<file path="config.mk">
export PLATFORM = sky130hd
export DESIGN_NAME = scar_mac
export DESIGN_NICKNAME = d
export VERILOG_FILES = /design/src/sv/scar_pkg.sv /design/src/sv/scar_mac.sv
export SDC_FILE = /design/constraint.sdc
export NUM_CORES = 2
export LEC_CHECK = 0
export CAP_MARGIN = 20
export CORE_UTILIZATION = 56
export CTS_CLUSTER_DIAMETER = 60
export DETAILED_ROUTE_END_ITERATION = 10
export DONT_BUFFER_PORTS = 1
export GPL_ROUTABILITY_DRIVEN = 0
export GPL_TIMING_DRIVEN = 0
export PLACE_DENSITY = 0.71
export SETUP_SLACK_MARGIN = 0.1
export SYNTH_ARGS = -nofsm -noshare
export SYNTH_HDL_FRONTEND = slang
export SYNTH_SLANG_ARGS = --single-unit
</file>
<file path="constraint.sdc">
create_clock -name clk -period 17.1 [get_ports clk]
set_input_delay 2.565 -clock clk [delete_from_list [all_inputs] [get_ports clk]]
set_output_delay 2.565 -clock clk [all_outputs]
set_load 0.01 [all_outputs]
</file>
<file path="src/sv/scar_pkg.sv">
// shared types, constants and arithmetic helpers for the comb/allpass reverb
package scar_pkg;

  localparam int SAMP_W     = 24;
  localparam int DATA_W     = 32;
  localparam int COEF_W     = 16;
  localparam int GAIN_W     = 17;
  localparam int PDL_W      = 13;
  localparam int CFG_IDX_W  = 3;
  localparam int CFG_DATA_W = 17;
  localparam int MUL_A_W    = 33;
  localparam int MUL_B_W    = 19;
  localparam int ACC_W      = 52;
  localparam int WIDE_W     = 40;
  localparam int CSUM_W     = 36;

  localparam int Q16_ONE     = 65536;
  localparam int DRY_SCALE   = 45875;
  localparam int SIDE_SPREAD = 23;

  localparam logic [CFG_IDX_W-1:0] REG_ROOM  = 3'd0;
  localparam logic [CFG_IDX_W-1:0] REG_DAMP  = 3'd1;
  localparam logic [CFG_IDX_W-1:0] REG_WET   = 3'd2;
  localparam logic [CFG_IDX_W-1:0] REG_WIDTH = 3'd3;
  localparam logic [CFG_IDX_W-1:0] REG_PDL   = 3'd4;
  localparam logic [CFG_IDX_W-1:0] REG_MODE  = 3'd5;

  localparam logic [COEF_W-1:0] ROOM_RST  = 16'd41288;
  localparam logic [COEF_W-1:0] DAMP_RST  = 16'd32768;
  localparam logic [GAIN_W-1:0] WET_RST   = 17'd21845;
  localparam logic [GAIN_W-1:0] WIDTH_RST = 17'd65536;

  typedef struct packed {
    logic go;
    logic clr;
  } mac_ctl_t;

  function automatic logic [10:0] comb_tune(input logic [3:0] i);
    logic [10:0] v;
    case (i)
      4'd0:    v = 11'd1116;
      4'd1:    v = 11'd1188;
      4'd2:    v = 11'd1277;
      4'd3:    v = 11'd1356;
      4'd4:    v = 11'd1422;
      4'd5:    v = 11'd1491;
      4'd6:    v = 11'd1557;
      4'd7:    v = 11'd1617;
      4'd8:    v = 11'd1053;
      4'd9:    v = 11'd1087;
      4'd10:   v = 11'd1151;
      4'd11:   v = 11'd1213;
      4'd12:   v = 11'd1249;
      4'd13:   v = 11'd1307;
      4'd14:   v = 11'd1381;
      default: v = 11'd1453;
    endcase
    return v;
  endfunction

  function automatic logic [9:0] ap_tune(input logic [2:0] i);
    logic [9:0] v;
    case (i)
      3'd0:    v = 10'd556;
      3'd1:    v = 10'd441;
      3'd2:    v = 10'd341;
      3'd3:    v = 10'd225;
      3'd4:    v = 10'd179;
      3'd5:    v = 10'd142;
      3'd6:    v = 10'd113;
      default: v = 10'd89;
    endcase
    return v;
  endfunction

  function automatic logic signed [WIDE_W-1:0] rnd16(input logic signed [ACC_W-1:0] a);
    logic signed [ACC_W-1:0] t;
    logic signed [ACC_W-1:0] s;
    t = a + $signed(ACC_W'(32768));
    s = t >>> 16;
    return s[WIDE_W-1:0];
  endfunction

  function automatic logic signed [WIDE_W-1:0] rnd17(input logic signed [ACC_W-1:0] a);
    logic signed [ACC_W-1:0] t;
    logic signed [ACC_W-1:0] s;
    t = a + $signed(ACC_W'(65536));
    s = t >>> 17;
    return s[WIDE_W-1:0];
  endfunction

  function automatic logic signed [DATA_W-1:0] sat32(input logic signed [WIDE_W-1:0] x);
    logic signed [DATA_W-1:0] r;
    if ((&x[WIDE_W-1:DATA_W-1]) || !(|x[WIDE_W-1:DATA_W-1])) r = x[DATA_W-1:0];
    else if (x[WIDE_W-1]) r = 32'sh8000_0000;
    else r = 32'sh7fff_ffff;
    return r;
  endfunction

  function automatic logic signed [SAMP_W-1:0] sat24(input logic signed [WIDE_W-1:0] x);
    logic signed [SAMP_W-1:0] r;
    if ((&x[WIDE_W-1:SAMP_W-1]) || !(|x[WIDE_W-1:SAMP_W-1])) r = x[SAMP_W-1:0];
    else if (x[WIDE_W-1]) r = 24'sh80_0000;
    else r = 24'sh7f_ffff;
    return r;
  endfunction

  function automatic logic signed [WIDE_W-1:0] ext32(input logic signed [DATA_W-1:0] v);
    return {{(WIDE_W-DATA_W){v[DATA_W-1]}}, v};
  endfunction

  function automatic logic signed [SAMP_W:0] avg24(input logic signed [SAMP_W-1:0] a,
                                                  input logic signed [SAMP_W-1:0] b);
    logic signed [SAMP_W:0] s;
    s = {a[SAMP_W-1], a} + {b[SAMP_W-1], b};
    return s >>> 1;
  endfunction

endpackage

</file>
<file path="src/sv/scar_mac.sv">
// shared multiply-accumulate unit: registered product, then accumulate
module scar_mac import scar_pkg::*; (
  input  logic                       clk,
  input  logic                       rst_n,
  input  mac_ctl_t                   ctl,
  input  logic signed [MUL_A_W-1:0]  a,
  input  logic signed [MUL_B_W-1:0]  b,
  output logic signed [ACC_W-1:0]    acc
);

  logic signed [ACC_W-1:0] prod_r;
  logic signed [ACC_W-1:0] acc_r;
  logic signed [ACC_W-1:0] acc_nxt;
  mac_ctl_t                ctl_r;

  always_ff @(posedge clk) begin
    if (!rst_n) begin
      ctl_r <= '0;
    end else begin
      ctl_r <= ctl;
    end
  end

  always_ff @(posedge clk) begin
    prod_r <= a * b;
    acc_r  <= acc_nxt;
  end

  always_comb begin
    acc_nxt = acc_r;
    if (ctl_r.go) begin
      acc_nxt = (ctl_r.clr ? '0 : acc_r) + prod_r;
    end
  end

  assign acc = acc_r;

endmodule

</file>
After elaboration in Yosys (flattened, before gate mapping)
Index checks and enable logic that the tools add are counted.
Storage, ports and cells
  register bits after elaboration: 106
  input port bits: 56
Operators by class
  add/sub/neg operators: 1
  multipliers: 1
  muxes and demuxes: 1
Operator list (count)
  $add A52 B52 Y52: 1
  $mul A33 B19 Y52: 1
  $mux W52: 1

Logic depth before layout (Yosys ltp)
  depth after elaboration: 2
  gate-level depth with buffers: 28
  depth with buffers taken out: 25

Worst setup path after synthesis
Ideal clock, no wire load.
  path type: input port to flip-flop
  start: input port a[32]
  end: register prod_r[51]
  setup time: 0.121 ns
  data arrival time: 8.869 ns
  data required time: 16.979 ns
  slack: 8.110 ns
  stages on the path: 26
  buffers on the path: 2
  path through: clkbuf_1 -> clkbuf_1 -> nand2_1 -> inv_1 -> fa_1 -> inv_1 -> fa_1 -> inv_1 -> fa_1 -> inv_1 -> fa_1 -> inv_1 -> fa_1 -> inv_1 -> fa_1 -> inv_1 -> ha_1 -> ha_1 -> inv_1 -> o21ai_0 -> a21o_1 -> a21o_1 -> a21o_1 -> a2111oi_0 -> a32oi_1 -> xnor2_1
On the way
  longest elaborated chain between the ends: 1
RTL lines
  start, declared: RTL line scar_mac.sv:6  | input logic signed [MUL_A_W-1:0] a,
  $mul A33 B19 Y52: RTL line scar_mac.sv:25  | prod_r <= a * b;
  end signal, assigned: RTL line scar_mac.sv:25
  end, declared: RTL line scar_mac.sv:11  | logic signed [ACC_W-1:0] prod_r;
Every way passes these cells.
A chain may end at the register's enable or synchronous reset.

Worst setup path after layout
  start: input port a[13]
  end: register prod_r[49]
Same word-level chain as after synthesis.

==> reports/metrics.yaml <==
die_x_um: 224
clkSinkCount: 106
antenna_found_initial: 1
rows: 80
synth_nets: 3835
synth_seq_area_share: 0.0961
io_buffer_count: 0
post_cts_resized: 0
clk_latency_ns: 0.37
grt_usage: 0.327
core_area_um2: 48000
fmax_mhz: 100
wirelength_um: 78300
n_fill_cell: 4118
finalHoldViolCount: 0
syn_avg_cell_area_um2: 9.23
synth_edf_count: 52
crit_required_ns: 17.35
synthArstFlopShare: 0
cts_tree: "done"
status: "finished clean"
place_hpwl_um: 65200
start_kind: "input port"
ctsLongestPathBuffers: 2
maxCapViolCount: 0
grt_max_degree: 38
period_minus_slack_ns: 10.00
grt.overflow.total: 0
drtPass1Iterations: 5
synth.distinct_cells: 64
start_util: 0.573
hold_class: "reg2reg"
yosys_warnings: 0
drt-initial-drc-count: 2040
syn_to_final_growth_pct: 4.08
rsz0062_at_grt: "no"
viasPerCell: 5.76
grt_first_pass_wirelength_um: 124000
relSlewSlack: 0.277
netlist_instances: 2979
tightest_slew_ns: 1.08
setup-violations-final: 0
ant_nets: 0
path_class: "in2reg"
synth_area_um2: 27500
yosys_most_used_dff: "dfxtp_1"
fin_tns_setup_ns: 0
cts.clk_slew.worst_paths_ns: 0.08
setup_ws_ns: 7.10
worstPathMaxFanout: 10
drcViolationCount: 0
nets: 3847
dp_slack_ns: 6.94
cts_buffers: 9
cts_root_buffer: "clkbuf_16"
synth-seq-cells: 106
holdBufCountCts: 0
drive_gt1_frac: 0.0123
post_cts_buffers: 0
finalCritPeriodShare: 0.585
cp-end-kind: "flip-flop"
drt-wirelength-per-cell_um: 21.7
slew_violations: 0
io_pins: 108
grt_pass1_vias: 22000
fin_skew_ns: 0.0113
num_vias: 20800
h-tree-depth: 3
dieArea_um2: 50000
fp.dieH_um: 224
cp.arrival_ns: 10.25
cell usage in the layout (no fill, tap or decap), types with 33 or more instances in the layout:
cell	instances
a21o_1	41
a21oi_1	105
and2_1	300
clkbuf_1	127
dfxtp_1	53
edfxtp_1	52
fa_1	608
ha_1	192
inv_1	588
nand2_1	370
nor2_1	97
nor2b_1	63
o21ai_0	59
xnor2_1	68
xor2_1	33
layer usage:
layer  up-vias  global-route usage  share of wire
met5         -                   0              0
met4         0               0.148          0.051
met3       216              0.0791           0.11
met2      1194               0.505           0.44
met1     10400               0.437           0.40
li1       9068                   -              -
cell usage after synthesis (13+ instances only):
cell | count | area, µm²
a21o_1 | 41 | 308
a21oi_1 | 105 | 526
and2_1 | 300 | 1880
clkbuf_1 | 127 | 477
dfxtp_1 | 54 | 1080
edfxtp_1 | 52 | 1560
fa_1 | 608 | 12200
ha_1 | 192 | 2400
inv_1 | 588 | 2210
nand2_1 | 370 | 1390
nand2b_1 | 15 | 93.8
nand3_1 | 29 | 145
nor2_1 | 97 | 364
nor2b_1 | 63 | 394
nor3_1 | 13 | 65.1
o21ai_0 | 59 | 295
o21bai_1 | 19 | 143
xnor2_1 | 68 | 596
xor2_1 | 33 | 289
stage by stage:
| stage | hold WS [ns] | cell area [µm²] | utilization | instances |
|---|---|---|---|---|
| detailed placement | 0.550 | 28300 | 0.589 | 3595 |
| CTS | 0.565 | 28600 | 0.596 | 3611 |
| floorplan | 0.508 | 27500 | - | 2979 |
| global placement | 0.558 | 28300 | 0.589 | 3594 |
| finish | 0.573 | 28600 | 0.596 | 3613 |
| global route | 0.594 | 28600 | 0.596 | 3612 |
worst paths after layout:
path,from,endpoint,slack [ns],cells past startpoint
min,prod_r[0],acc[0],0.57,1
min reg2reg,prod_r[0],acc[0],0.57,1
max,a[13],prod_r[49],7.10,22
max reg2reg,ctl_r[0],acc[48],12.84,14
kinds of logic after synthesis:
family / Yosys count / share of synthesized area
xor+xnor: 101 / 0.0322
buf+inv: 723 / 0.0990
flops: 106 / 0.0961
simple gates: 926 / 0.167
mux: 2 / 0.000728
fa+ha+maj: 800 / 0.530
compound gates: 321 / 0.0753
state kept, by name, summed over array words and instances (netlist names):
| signal | cells |
|---|---|
| ctl_r | 2 |
| acc | 52 |
| prod_r | 52 |
worst max-delay path, cell delays in order:
cell,delay [ns]
clkbuf_1,0.48
clkbuf_1,0.64
nand2_1,0.19
fa_1,0.55
fa_1,0.47
fa_1,0.56
inv_1,0.07
fa_1,0.56
fa_1,0.44
fa_1,0.59
fa_1,0.45
ha_1,0.28
clkbuf_1,0.21
a21oi_1,0.20
o21ai_0,0.12
a311oi_1,0.49
a2bb2oi_1,0.23
o21a_1,0.20
a31oi_1,0.17
a31oi_1,0.43
o21ai_0,0.21
xnor2_1,0.15
cell type report:
class	count	area, µm²	area share
multi-input combinational	2150	22100	0.773
sequential	106	2640	0.0923
inverter	589	2210	0.0772
tap	615	769	0.0269
buffer	134	512	0.0179
clock buffer	10	250	0.00874
clock inverter	6	76.3	0.00267
timing repair buffer	1	20.0	0.000699
antenna	2	5.00	0.000175
Power is left out: the tool's default activity adds up to more than one toggle a clock period on the data nets, which glitch-free logic cannot reach.
